## config.mk

```make
export PLATFORM = sky130hd
export DESIGN_NAME = date_time_difference
export DESIGN_NICKNAME = d
export VERILOG_FILES = /design/src/hdl/dtd_pkg.sv /design/src/hdl/date_time_difference.sv /design/src/hdl/dtd_order.sv /design/src/hdl/dtd_borrow.sv
export VERILOG_INCLUDE_DIRS = /design/src /design/src/hdl
export SDC_FILE = /design/constraint.sdc
export NUM_CORES = 1
export LEC_CHECK = 0
export BUFFER_PORTS_ARGS = -buffer_cell sky130_fd_sc_hd__buf_2
export CORE_ASPECT_RATIO = 0.8
export CORE_MARGIN = 2
export CORE_UTILIZATION = 62
export CTS_CLUSTER_DIAMETER = 40
export CTS_CLUSTER_SIZE = 40
export DETAILED_ROUTE_END_ITERATION = 12
export GPL_TIMING_DRIVEN = 0
export PLACE_DENSITY = 0.83
export SLEW_MARGIN = 5
export SYNTH_ARGS = -nofsm -noshare
export SYNTH_HDL_FRONTEND = slang
export SYNTH_HIERARCHICAL = 1
export SYNTH_SLANG_ARGS = --single-unit
export TNS_END_PERCENT = 100
```

## constraint.sdc

```tcl
create_clock -name clock -period 16.4 [get_ports clock]
set_clock_uncertainty 0.05 [all_clocks]
set_input_delay 0 -clock clock [delete_from_list [all_inputs] [get_ports clock]]
set_output_delay 0 -clock clock [all_outputs]
set_load 0.03 [all_outputs]
```

## src/hdl/date_time_difference_macros.svh

```systemverilog
// ----------------------------------------------------------------------------
// date_time_difference_macros
// Assertion macros shared by the date/time difference RTL.
// ----------------------------------------------------------------------------
`ifndef DATE_TIME_DIFFERENCE_MACROS_SVH
`define DATE_TIME_DIFFERENCE_MACROS_SVH

// same-cycle implication, checked out of reset
`define DTD_ASSERT_NOW(label, clk, rst, ante, cons, msg) \
   label: assert property (@(posedge clk) disable iff (rst) (ante) |-> (cons)) \
      else $error(msg);

// next-cycle implication, checked out of reset
`define DTD_ASSERT_NEXT(label, clk, rst, ante, cons, msg) \
   label: assert property (@(posedge clk) disable iff (rst) (ante) |=> (cons)) \
      else $error(msg);

`endif

```

## src/hdl/dtd_pkg.sv

```systemverilog
// ----------------------------------------------------------------------------
// dtd_pkg
// Types and calendar helpers for the date/time difference block.
// ----------------------------------------------------------------------------
`timescale 1ns / 1ps
`default_nettype none

package dtd_pkg;

   // one timestamp
   typedef struct packed {
      logic [13:0] year;
      logic [3:0]  month;
      logic [4:0]  day;
      logic [4:0]  hour;
      logic [5:0]  minute;
      logic [5:0]  second;
   } dtd_stamp_type;

   // request beat
   typedef struct packed {
      logic [13:0] first_year;
      logic [3:0]  first_month;
      logic [4:0]  first_day;
      logic [4:0]  first_hour;
      logic [5:0]  first_minute;
      logic [5:0]  first_second;
      logic [13:0] other_year;
      logic [3:0]  other_month;
      logic [4:0]  other_day;
      logic [4:0]  other_hour;
      logic [5:0]  other_minute;
      logic [5:0]  other_second;
   } dtd_req_type;

   // response beat
   typedef struct packed {
      logic [13:0] diff_years;
      logic [3:0]  diff_months;
      logic [4:0]  diff_days;
      logic [4:0]  diff_hours;
      logic [5:0]  diff_minutes;
      logic [5:0]  diff_seconds;
      logic        day_clamped;
   } dtd_rsp_type;

   // ordered pair handed from the compare stage to the borrow chain
   typedef struct packed {
      dtd_stamp_type later;
      dtd_stamp_type earlier;
      logic          later_leap;
   } dtd_ordered_type;

   localparam logic [15:0] RECIP_25    = 16'd41944;  // ceil(2^20 / 25)
   localparam int          RECIP_SHIFT = 20;

   // gregorian leap test; divisibility by 25 through a reciprocal multiply
   function automatic logic leap_year(input logic [13:0] y);
      logic [29:0] prod;
      logic [9:0]  quot;
      logic [13:0] back;
      logic        div25;
      begin
         prod  = {16'd0, y} * {14'd0, RECIP_25};
         quot  = prod[RECIP_SHIFT +: 10];
         back  = {quot, 4'd0} + {1'b0, quot, 3'd0} + {4'd0, quot};
         div25 = (back == y);
         leap_year = (y[1:0] == 2'd0) && (!div25 || (y[3:0] == 4'd0));
      end
   endfunction

   // length of the month before month m; out-of-range months give 31
   function automatic logic [4:0] prev_month_len(input logic [3:0] m, input logic leap);
      logic [4:0] len;
      begin
         case (m)
            4'd3:    len = leap ? 5'd29 : 5'd28;
            4'd5:    len = 5'd30;
            4'd7:    len = 5'd30;
            4'd10:   len = 5'd30;
            4'd12:   len = 5'd30;
            default: len = 5'd31;
         endcase
         prev_month_len = len;
      end
   endfunction

endpackage

`default_nettype wire

```

## src/hdl/date_time_difference.sv

```systemverilog
// ----------------------------------------------------------------------------
// date_time_difference
// Difference between two calendar timestamps, later minus earlier.
// ----------------------------------------------------------------------------
// One beat is taken per clock and one result leaves per clock while no
// stall is raised. A request beat lands in the input register, the
// compare and borrow chain work on it combinationally, and the result
// goes into the result register. The result register and the input
// register are separate slots, so a new request is taken while a finished
// result waits; req_stall rises only when both slots are full and
// rsp_stall is high. There is no configuration and no start-up sweep.
`timescale 1ns / 1ps
`default_nettype none
`include "date_time_difference_macros.svh"

module date_time_difference
   import dtd_pkg::*;
(
   input  wire         clock,
   input  wire         reset,
   input  wire         req_valid,
   output logic        req_stall,
   input  wire dtd_req_type req_data,
   output logic        rsp_valid,
   input  wire         rsp_stall,
   output dtd_rsp_type rsp_data
);

   logic            in_valid_ff;
   logic            in_valid_in;
   dtd_req_type     in_data_ff;
   logic            out_valid_ff;
   logic            out_valid_in;
   dtd_rsp_type     out_data_ff;
   logic            req_take;
   logic            out_load;
   dtd_ordered_type ordered;
   dtd_rsp_type     result;

   // handshake control
   assign out_load     = in_valid_ff && (!out_valid_ff || !rsp_stall);
   assign req_stall    = in_valid_ff && !out_load;
   assign req_take     = req_valid && !req_stall;
   assign in_valid_in  = req_take || (in_valid_ff && !out_load);
   assign out_valid_in = out_load || (out_valid_ff && rsp_stall);

   // valid flags
   always_ff @(posedge clock) begin
      if (reset) begin
         in_valid_ff  <= 1'b0;
         out_valid_ff <= 1'b0;
      end else begin
         in_valid_ff  <= in_valid_in;
         out_valid_ff <= out_valid_in;
      end
   end

   // payload registers
   always_ff @(posedge clock) begin
      if (req_take) begin
         in_data_ff <= req_data;
      end
      if (out_load) begin
         out_data_ff <= result;
      end
   end

   // compare and select
   dtd_order u_order (
      .req     (in_data_ff),
      .ordered (ordered)
   );

   // borrow chain
   dtd_borrow u_borrow (
      .ordered (ordered),
      .rsp     (result)
   );

   assign rsp_valid = out_valid_ff;
   assign rsp_data  = out_data_ff;

   // checks
   `DTD_ASSERT_NOW(a_stall_needs_full, clock, reset, req_stall, in_valid_ff, "stall with empty input slot")
   `DTD_ASSERT_NEXT(a_held_beat_kept, clock, reset, in_valid_ff && !out_load, in_valid_ff, "held beat lost")
   `DTD_ASSERT_NEXT(a_load_gives_valid, clock, reset, out_load, out_valid_ff, "loaded result not shown")
   `DTD_ASSERT_NOW(a_clamp_zero_days, clock, reset, out_valid_ff && out_data_ff.day_clamped, out_data_ff.diff_days == 5'd0, "clamped days not zero")

endmodule

`default_nettype wire

```

## src/hdl/dtd_order.sv

```systemverilog
// ----------------------------------------------------------------------------
// dtd_order
// Orders the two timestamps of a beat and flags a leap year on the later one.
// ----------------------------------------------------------------------------
`timescale 1ns / 1ps
`default_nettype none

module dtd_order
   import dtd_pkg::*;
(
   input  wire dtd_req_type     req,
   output dtd_ordered_type      ordered
);

   dtd_stamp_type first_stamp;
   dtd_stamp_type other_stamp;
   logic          first_less;

   // regroup the request into two stamps
   assign first_stamp = '{year: req.first_year, month: req.first_month,
                          day: req.first_day, hour: req.first_hour,
                          minute: req.first_minute, second: req.first_second};
   assign other_stamp = '{year: req.other_year, month: req.other_month,
                          day: req.other_day, hour: req.other_hour,
                          minute: req.other_minute, second: req.other_second};

   // field-by-field order is one compare over the packed stamps
   assign first_less = (first_stamp < other_stamp);

   // equal stamps keep the first as the later one
   always_comb begin
      ordered.later      = first_less ? other_stamp : first_stamp;
      ordered.earlier    = first_less ? first_stamp : other_stamp;
      ordered.later_leap = leap_year(ordered.later.year);
   end

endmodule

`default_nettype wire

```

## src/hdl/dtd_borrow.sv

```systemverilog
// ----------------------------------------------------------------------------
// dtd_borrow
// Borrow chain from seconds up to years, with the single day borrow and clamp.
// ----------------------------------------------------------------------------
`timescale 1ns / 1ps
`default_nettype none

module dtd_borrow
   import dtd_pkg::*;
(
   input  wire dtd_ordered_type ordered,
   output dtd_rsp_type          rsp
);

   dtd_stamp_type hi;
   dtd_stamp_type lo;
   logic [6:0]    sec_d;
   logic [6:0]    min_d;
   logic [5:0]    hour_d;
   logic [5:0]    day_d;
   logic [6:0]    day_adj;
   logic [4:0]    month_d;
   logic [4:0]    day_len;

   assign hi = ordered.later;
   assign lo = ordered.earlier;
   assign day_len = prev_month_len(hi.month, ordered.later_leap);

   always_comb begin
      // seconds and minutes wrap at 60
      sec_d  = {1'b0, hi.second} - {1'b0, lo.second};
      min_d  = {1'b0, hi.minute} - {1'b0, lo.minute} - {6'd0, sec_d[6]};
      // hours wrap at 24
      hour_d = {1'b0, hi.hour} - {1'b0, lo.hour} - {5'd0, min_d[6]};
      // days take one month length, then clamp if still negative
      day_d   = {1'b0, hi.day} - {1'b0, lo.day} - {5'd0, hour_d[5]};
      day_adj = {day_d[5], day_d} + (day_d[5] ? {2'd0, day_len} : 7'd0);
      // months wrap at 12
      month_d = {1'b0, hi.month} - {1'b0, lo.month} - {4'd0, day_d[5]};

      rsp.diff_seconds = sec_d[5:0] + (sec_d[6] ? 6'd60 : 6'd0);
      rsp.diff_minutes = min_d[5:0] + (min_d[6] ? 6'd60 : 6'd0);
      rsp.diff_hours   = hour_d[4:0] + (hour_d[5] ? 5'd24 : 5'd0);
      rsp.day_clamped  = day_adj[6];
      rsp.diff_days    = day_adj[6] ? 5'd0 : day_adj[4:0];
      rsp.diff_months  = month_d[3:0] + (month_d[4] ? 4'd12 : 4'd0);
      rsp.diff_years   = hi.year - lo.year - {13'd0, month_d[4]};
   end

endmodule

`default_nettype wire
```

Word-level counts from Yosys, hierarchy flattened
Cells that the tools add are included.
Widths: inputs -> output; s select.

cells by class
  $add $sub $neg = 18
  $mul = 1
  $lt $le $gt $ge = 1
  equality and inequality tests = 6
  mux-type cells = 9
  reductions and logical operators = 17

operator list
  operator                number
  $mux 40                 2
  $lt 40x40->1            1
  $mul 14x13->27 const B  1
  $add 14x10->14          1
  $add 14x13->14          1
  $eq 14x14->1            1
  $sub 14x1->14           1
  $sub 14x14->14          1
  $sub 6x6->7             2
  $add 6x6->6             2
  $mux 6                  2
  $sub 5x5->6             2
  $sub 6x1->6             2
  $mux 5                  2
  $pmux 5 s2              1
  $eq 4x3->1 const B      2
  $eq 4x4->1 const B      2
  $add 7x7->7             1
  $sub 7x1->7             1
  $add 5x5->5             1
  $logic_and 1x1->1       5
  $logic_not 1->1         5
  $sub 4x4->5             1
  $sub 5x1->5             1
  8 further kinds         11

word-level totals
  register bits = 123
  bits of input ports = 84
  output and inout port bits = 43
  word-level logic and storage cells = 73

Longest topological paths before layout
Gate-level depths: netlist (run 1).

  depth in word-level cells = 13
  depth in mapped cells = 58
  depth with buffers taken out = 56

By module
The synthesis (run 1) kept the hierarchy.

by module, submodules not included
  module                times used  cells an instance  area each (um2)  sequential area each (um2)
  dtd_order             1           784                6,468.7          0.0
  date_time_difference  1           131                3,719.8          3,673.5
  dtd_borrow            1           376                2,810.2          0.0

Least setup slack after synthesis (run 1)
OpenSTA, ideal clock, no wires.

  path kind = register to register
  from = register in_data_ff[78] in the netlist's numbering
  to = register out_data_ff, in the netlist rsp_data[40], data pin
  setup time = 0.260 ns
  arrival = 11.458 ns
  slack = 4.632 ns
  stages on the path, launching flop included = 54
  path buffers = 3
  period minus slack after synthesis = 11.768 ns
  cells stage by stage = edfxtp_1 ha_1 and4_1 and4_1 buf_2 o21ai_1 nand2_2 buf_2 buf_2 mux2_2 ha_1 fa_1 nor2b_1 o21a_1 o21ai_0 nand2b_1 a21o_1 fa_1 [... 18 more ...] xnor2_1 ha_1 a21o_1 inv_1 fa_1 a21boi_0 or3_1 nand2_1 xor2_1 ha_1 or2_2 ha_1 nor4b_1 a221oi_1 o41ai_1 o21bai_1 a21oi_1 xnor2_1

RTL lines
  element                 RTL line                    text
  from (decl)             date_time_difference.sv:31  dtd_req_type in_data_ff;
  from (signal assigned)  date_time_difference.sv:61  in_data_ff <= req_data;
  to (signal assigned)    date_time_difference.sv:64  out_data_ff <= result;
  to (decl)               date_time_difference.sv:34  dtd_rsp_type out_data_ff;

==> out/results.ini, run 1 <==
[global_route]
grt_pass1_wl_um = 53800
grt_usage_pct = 30.8
grt-ovfl-total = 0
grt_pass1_vias = 10600
grt_start_max_net_pins = 27
antenna_found_initial = 0

[routing]
wl_per_cell_um = 18.6
drt_pass1_iterations = 6
drc = 0
drtIter0Drc = 937
via_per_inst = 5.80
ant_nets = 0
vias = 10500
routed_wl_um = 33600

[synth]
synth_xor_area_share_pct = 7.28
synth_mux_area_share_pct = 4.17
synth_area_leaders = edfxtp_1 (28%), ha_1 (21%), fa_1 (10%)
synth-compound-area-share_pct = 11.0
synth_area_leader_cell = edfxtp_1
ys_ff_latch = 123
yosysWarnings = 6
yosysSeqAreaShare_pct = 28.3
syn_nets = 1657
ys_async_sr_fraction_pct = 0
synthSimpleGateAreaFrac_pct = 9.66
ys_types = 84
synth_cells = 1291
synth-edff-count = 121
syn_area_per_cell_um2 = 10.1
netlist_area_um2 = 13000
synth_flop_cell = edfxtp_1
synth_top_family_by_area = adder cells
synthTopCellsByCount = inv_1 (254), ha_1 (214), edfxtp_1 (121)
synth-adder-area-share_pct = 31.2
yosysMostFrequentCell = inv_1
synth_top_area_share_pct = 28.0

[clock_network]
cts_resized = 0
cts_buffer_depth = 2
clk_latency_ns = 0.44
cts_tree = yes
clockRootBuffer = clkbuf_16
htreeDepth = 4
postCtsSetupRepairBufs = 0
cts.sinks = 123
clk_pin_slew_ns = 0.07
numCtsBuffers = 17

[placement]
gp_congestion = 0.975
portBuffers = 126
post_dp_cell_area_um2 = 14100
dpl.hpwl_um = 23600
pre_cts_ws_ns = 2.20

[layout]
antennaDiodeCount = 0
seqCellArea_um2 = 3670
syn_to_final_growth_pct = 19.4
nFillCells = 1262
drive_gt1_share_pct = 16.5
multi_input_area_um2 = 8250
nets = 1889
fin_area_um2 = 15500

[critical_path]
cp_slowest_cell = o311ai_2
reg2reg_from = in_data_ff[30]
path_common_cell = ha_1
cp_max_fo = 10
cp-startpoint = in_data_ff[30]
crit_path_end_kind = flop
critPathRequiredTime_ns = 16.54
crit_arrival_ns = 15.34
r2r_cells = 55
critPathMaxStageDelay_ns = 0.74
worstSetupPathType = flop to flop
crit_path_start_kind = flop

[floorplanning]
fp.coreArea_um2 = 20600
dieArea_um2 = 22100
die_h_um = 134
ios = 127
die_w_um = 166
start_util_pct = 63.0
rows = 47

[timing]
setup_tns_ns = 0
max_slew_margin_pct = 47.0
clock.fmax_mhz = 65.8
tightest_slew_ns = 0.787
finalMaxSlewViolations = 0
rsz0062_at_grt = false
setup_viol = 0
hold_ws_ns = 0.0669
period_share_pct = 92.7
fin_crit_ns = 15.20
setup_ws_ns = 1.20
hold_viol_final = 0

[run_status]
outcome = finished clean

[hold_path]
hold_class = input port to flop
min_from = req_valid
min_path_cells = 3

[flow_run]
cap_violations = 0

-- per-layer routing --
metal  vias to the layer above  global-route usage [%]  share of wire (%)  routed length, um
li1                       4878                       -                  -                  -
met1                      4964                    39.4                 41              13900
met2                       533                    51.9                 48              16000
met5                         -                       0                  0                  0
met3                        99                    6.42                7.8               2610
met4                         0                    11.6                3.3               1090
-- final cells by class --
cell class              instances  share of cell area (%)
multi-input cells             887                    53.1
flip-flops and latches        123                    23.7
repair buffers                213                    10.1
inverters                     255                    6.17
clock buffers                  17                    2.74
well taps                     269                    2.17
clock inverters                15                    1.15
plain buffers                  26                   0.887
-- sequential cells by signal (all words and copies together), names as in the netlist --
signal	cells
rsp_valid	1
rsp_data	41
in_valid_ff	1
in_data_ff	80
-- kinds of logic after synthesis --
logic type / Yosys count
DFF: 123
and+or+nand+nor: 244
adders and majority gates: 284
buffers and inverters: 281
muxes: 47
xor gates and xnor gates: 108
AOI/OAI and AO/OA: 204
-- critical path: cells and delay by family, from the launching register on --
kind / cells / cell delay [ns]
multiplexers: 1 / 0.38
XOR/XNOR: 6 / 1.42
AND/OR/NAND/NOR: 11 / 2.75
adder cells (fa/ha/maj): 13 / 3.65
flip-flops: 1 / 0.55
AO/OA/AOI/OAI: 19 / 5.13
buffers and inverters: 5 / 0.99
-- cells in the final DEF (no fill, tap or decap), types with 4 or more instances in the layout --
cell type and instances:
xor2_1 32, nor3_1 15, dlygate4sd3_1 83, a211o_1 6, and2_1 6, xnor2_1 76
and4_1 4, nor2_1 49, nor2b_1 14, a31oi_1 5, nand2b_1 13, nand3_1 19
inv_6 5, clkbuf_1 10, a21boi_0 4, o21a_1 6, o21bai_1 9, edfxtp_1 121
fa_1 68, o21ai_0 59, and3_1 6, ha_1 214, o211ai_1 7, mux2_2 41
a21oi_1 41, clkbuf_16 17, nor4_1 8, buf_2 137, a211oi_1 4, a21o_1 15
inv_1 254, nand4_1 12, nand2_1 70
-- per-stage QoR --
stage | cells | utilization, %
finish | 1805 | 75.2
global route | 1805 | 75.2
CTS | 1805 | 75.2
detailed placement | 1690 | 68.2
global placement | 1686 | 67.7
floorplan | 1291 | -
-- final timing paths --
path,end,slack [ns]
setup / recovery,rsp_data[40],1.20
hold / removal,in_data_ff[47],0.07
setup reg to reg,rsp_data[40],1.20
hold reg to reg,rsp_valid,0.48
-- timing repair --
action,4_1_cts,5_1_grt
hold buffers,83,0
endpoints found under the setup margin,0,0
endpoints found under the hold margin,82,0
Power of run 1 is not shown: default switching activity piles up to over one toggle a cycle in this logic, so the estimate is an artifact.
==> run 2, diff against run 1 <==
--- a/config.mk
+++ b/config.mk
@@ -7,14 +7,16 @@
 export NUM_CORES = 1
 export LEC_CHECK = 0
 export BUFFER_PORTS_ARGS = -buffer_cell sky130_fd_sc_hd__buf_2
+export CELL_PAD_IN_SITES_DETAIL_PLACEMENT = 1
+export CELL_PAD_IN_SITES_GLOBAL_PLACEMENT = 1
 export CORE_ASPECT_RATIO = 0.8
-export CORE_MARGIN = 2
-export CORE_UTILIZATION = 62
+export CORE_MARGIN = 3
+export CORE_UTILIZATION = 48
 export CTS_CLUSTER_DIAMETER = 40
 export CTS_CLUSTER_SIZE = 40
 export DETAILED_ROUTE_END_ITERATION = 12
 export GPL_TIMING_DRIVEN = 0
-export PLACE_DENSITY = 0.83
+export PLACE_DENSITY_LB_ADDON = 0.1
 export SLEW_MARGIN = 5
 export SYNTH_ARGS = -nofsm -noshare
 export SYNTH_HDL_FRONTEND = slang
==> out/results.ini, run 2 (synthesis results as in run 1) <==
[run_status]
outcome = finished clean

[clock_network]
htreeDepth = 4
clockRootBuffer = clkbuf_16
numCtsBuffers = 17
clk_latency_ns = 0.43
cts.sinks = 123
cts_tree = yes
cts_buffer_depth = 2
clk_pin_slew_ns = 0.07

[layout]
nFillCells = 2941
syn_to_final_growth_pct = 19.9
regMostFlops = in_data_ff
drive_gt1_share_pct = 16.3
final_cell_mix = inv_1 (254), ha_1 (214), buf_2 (137), edfxtp_1 (121), dlygate4sd3_1 (83)
seqCellArea_um2 = 3670
largest_reg_flops = 80
nets = 1888
fin_area_um2 = 15600
fin_cells = 1893
multi_input_area_um2 = 8250
layout_commonest_cell = inv_1

[critical_path]
reg2reg_from = in_data_ff[30]
crit_family = compound AO/OA/AOI/OAI gates
critPathMaxStageDelay_ns = 0.74
crit_path_start_kind = flop
r2r-end = rsp_data[40]
cp_num_buf_inv = 5
cp_max_fo = 10
crit_arrival_ns = 15.04
crit_path_end_kind = flop
path_common_cell = ha_1
reg2reg_slack_ns = 1.49
critPathRequiredTime_ns = 16.53
r2r_cells = 55
cp_slowest_cell = o311ai_2
worstSetupPathType = flop to flop

[routing]
ant_nets = 0
drtIter0Drc = 586
vias = 10200
routed_wl_um = 37600
via_per_inst = 5.38
drc = 0
wl_per_cell_um = 19.9
drt_pass1_iterations = 5

[timing]
period_share_pct = 90.9
tightest_slew_ns = 0.871
max_slew_margin_pct = 41.3
finalMaxSlewViolations = 0
setup_viol = 0
hold_viol_final = 0
rsz0062_at_grt = false
setup_tns_ns = 0
clock.fmax_mhz = 67.1
fin_crit_ns = 14.91

[global_route]
grt_usage_pct = 26.7
antenna_found_initial = 1
grt_pass1_wl_um = 60500
grt_start_max_net_pins = 32
grt_pass1_vias = 11100
grt-ovfl-total = 0

[floorplanning]
ios = 127
die_w_um = 190
rows = 53
start_util_pct = 49.1
dieArea_um2 = 29100
fp.coreArea_um2 = 26500
die_h_um = 153

[hold_path]
min_path_cells = 3
min_from = req_valid
hold_class = input port to flop
min_delay_worst_endpoint = in_data_ff[14]

[placement]
place_inst = 1777
dpl.hpwl_um = 28000
portBuffers = 126
gp_congestion = 0.855
post_dp_cell_area_um2 = 14200

[flow_run]
cap_violations = 0

## run 2: cell type report
type	instances	area share [%]
Timing Repair Buffer	212	9.76
Buffer	26	0.883
Tap cell	357	2.87
Clock buffer	19	2.78
Antenna cell	1	0.0161
Sequential cell	123	23.6
Clock inverter	13	1.08
Inverter	255	6.14
Multi-Input combinational cell	887	52.9
## run 2: what timing repair did
item                       CTS  global route
hold endpoints to repair    82             0
gates resized for setup      0             0
buffers inserted             0             0
setup endpoints to repair    0             0
hold buffers                83             0
## run 2: tightest hold or removal path, stage by stage
cell and delay [ns]:
buf_2 0.10, inv_1 0.12, nor2_4 0.16
## run 2: how the worst max path moves through the flow
stage                   start      endpoint  slack (ns)  cells past startpoint
2_1_floorplan  in_data_ff[78]  rsp_data[40]        4.63                     53
3_3_place_gp   in_data_ff[30]  rsp_data[40]        2.44                     55
3_5_place_dp   in_data_ff[30]  rsp_data[40]        1.96                     55
4_1_cts        in_data_ff[30]  rsp_data[40]        1.68                     55
5_1_grt        in_data_ff[30]  rsp_data[40]        0.54                     56
6_report       in_data_ff[30]  rsp_data[40]        1.49                     55
## run 2: routing by layer
metal / routed length, um / vias to the layer above / GRT usage (%) / share of wire (%)
met5: 0 / - / 0 / 0
met4: 366 / 0 / 4.75 / 0.97
met3: 1420 / 26 / 4.29 / 3.8
met2: 18000 / 195 / 45.0 / 48
met1: 17900 / 5074 / 36.8 / 47
li1: - / 4891 / - / -
## run 2: metrics by stage
stage                     hold WS (ns)  util [%]  worst slack [ns]
after floorplan                 0.0124         -              4.63
after global placement           0.127      53.2              2.44
after detailed placement         0.128      53.5              1.96
after CTS                       0.0961      58.9              1.68
after global routing             0.136      58.9             0.537
final                            0.128      58.9              1.49
Power of run 2 is left out for the same reason.
==> run 3, diff against run 2 <==
--- a/config.mk
+++ b/config.mk
@@ -6,15 +6,15 @@
 export SDC_FILE = /design/constraint.sdc
 export NUM_CORES = 1
 export LEC_CHECK = 0
-export BUFFER_PORTS_ARGS = -buffer_cell sky130_fd_sc_hd__buf_2
 export CELL_PAD_IN_SITES_DETAIL_PLACEMENT = 1
 export CELL_PAD_IN_SITES_GLOBAL_PLACEMENT = 1
 export CORE_ASPECT_RATIO = 0.8
 export CORE_MARGIN = 3
-export CORE_UTILIZATION = 48
+export CORE_UTILIZATION = 52
 export CTS_CLUSTER_DIAMETER = 40
 export CTS_CLUSTER_SIZE = 40
 export DETAILED_ROUTE_END_ITERATION = 12
+export DONT_BUFFER_PORTS = 1
 export GPL_TIMING_DRIVEN = 0
 export PLACE_DENSITY_LB_ADDON = 0.1
 export SLEW_MARGIN = 5
==> out/results.ini, run 3 (synthesis results as in run 1) <==
[layout]
final_cell_mix = inv_1 (254), ha_1 (214), edfxtp_1 (121), dlygate4sd3_1 (84), xnor2_1 (76)
regMostFlops = in_data_ff
nets = 1764
layout_commonest_cell = inv_1
antennaDiodeCount = 0
syn_to_final_growth_pct = 15.1
drive_gt1_share_pct = 9.07
largest_reg_flops = 80

[timing]
setup_viol = 0
setup_tns_ns = 0
period_share_pct = 92.8
tightest_slew_ns = 0.959
rsz0062_at_grt = false
clock.fmax_mhz = 65.7
fin_crit_ns = 15.22
finalMaxSlewViolations = 0
max_slew_margin_pct = 35.4
hold_viol_final = 0
setup_ws_ns = 1.18

[critical_path]
cp_max_fo = 10
crit_path_end_kind = flop
worstSetupPathType = flop to flop
cp_slowest_cell = o311ai_2
crit_family = compound AO/OA/AOI/OAI gates
path_common_cell = ha_1
critPathRequiredTime_ns = 16.50
crit_arrival_ns = 15.32
crit_path_start_kind = flop
cp_num_buf_inv = 5
critPathMaxStageDelay_ns = 0.75

[clock_network]
cts.sinks = 123
clk_latency_ns = 0.43
numCtsBuffers = 17
postCtsSetupRepairBufs = 0
cts_tree = yes
htreeDepth = 4
clk_pin_slew_ns = 0.07
clockRootBuffer = clkbuf_16
cts_buffer_depth = 2

[global_route]
grt_usage_pct = 28.8
antenna_found_initial = 1
grt_start_max_net_pins = 28
grt-ovfl-total = 0
grt_pass1_vias = 10900
grt_pass1_wl_um = 60000

[floorplanning]
die_h_um = 147
start_util_pct = 53.2
ios = 127
rows = 51
die_w_um = 183
dieArea_um2 = 26900
fp.coreArea_um2 = 24400

[routing]
drtIter0Drc = 595
drc = 0
ant_nets = 0
vias = 9838
routed_wl_um = 38000
drt_pass1_iterations = 5
wl_per_cell_um = 21.9
via_per_inst = 5.69

[placement]
gp_congestion = 0.877
dpl.hpwl_um = 27400
pre_cts_ws_ns = 1.95
portBuffers = 0

[hold_path]
hold_class = input port to flop

[run_status]
outcome = finished clean

[flow_run]
cap_violations = 0

run 3: cell types whose count changed in the layout (fill, tap and decap cells not counted), sizes merged:
cell	before	now
clkinvlp	3	1
diode	1	0
buf	145	20
clkinv	5	7
dlygate4sd3	83	84
clkbuf	29	27
inv	257	259
run 3: final cells by class:
class	instances	area, um^2
Fill cell	2639	9470
Multi-Input combinational cell	887	8250
Tap cell	318	398
Inverter	255	957
Sequential cell	123	3670
Buffer	26	138
Clock inverter	15	189
Timing Repair Buffer	88	936
Clock buffer	17	425
run 3: per-stage QoR:
step	cells	utilization, %	cell area (um^2)	hold WS (ns)
global route	1729	61.2	15000	0.128
floorplan	1291	-	13000	0.0124
CTS	1729	61.2	15000	0.115
finish	1729	61.2	15000	0.138
detailed placement	1613	55.3	13500	0.0154
global placement	1609	54.8	13400	0.0130
run 3: metal layers:
metal	share of wire [%]	vias up	track usage, %
met2	48	259	49.0
li1	-	4634	-
met1	45	4894	38.3
met4	1.6	2	6.17
met5	0.034	-	0
met3	5.5	49	6.08
run 3: path summary, 6_finish.rpt:
path | to | startpoint | depth (start not counted) | slack (ns)
max | rsp_data[40] | in_data_ff[30] | 55 | 1.18
max reg2reg | rsp_data[40] | in_data_ff[30] | 55 | 1.18
min reg2reg | rsp_valid | in_valid_ff | 2 | 0.50
min | in_data_ff[31] | req_data[31] | 1 | 0.14
run 3: repair_timing:
action,4_1_cts,5_1_grt
hold buffers,84,0
resized for setup,0,0
hold endpoints to repair,114,0
Power of run 3 is left out for the same reason.
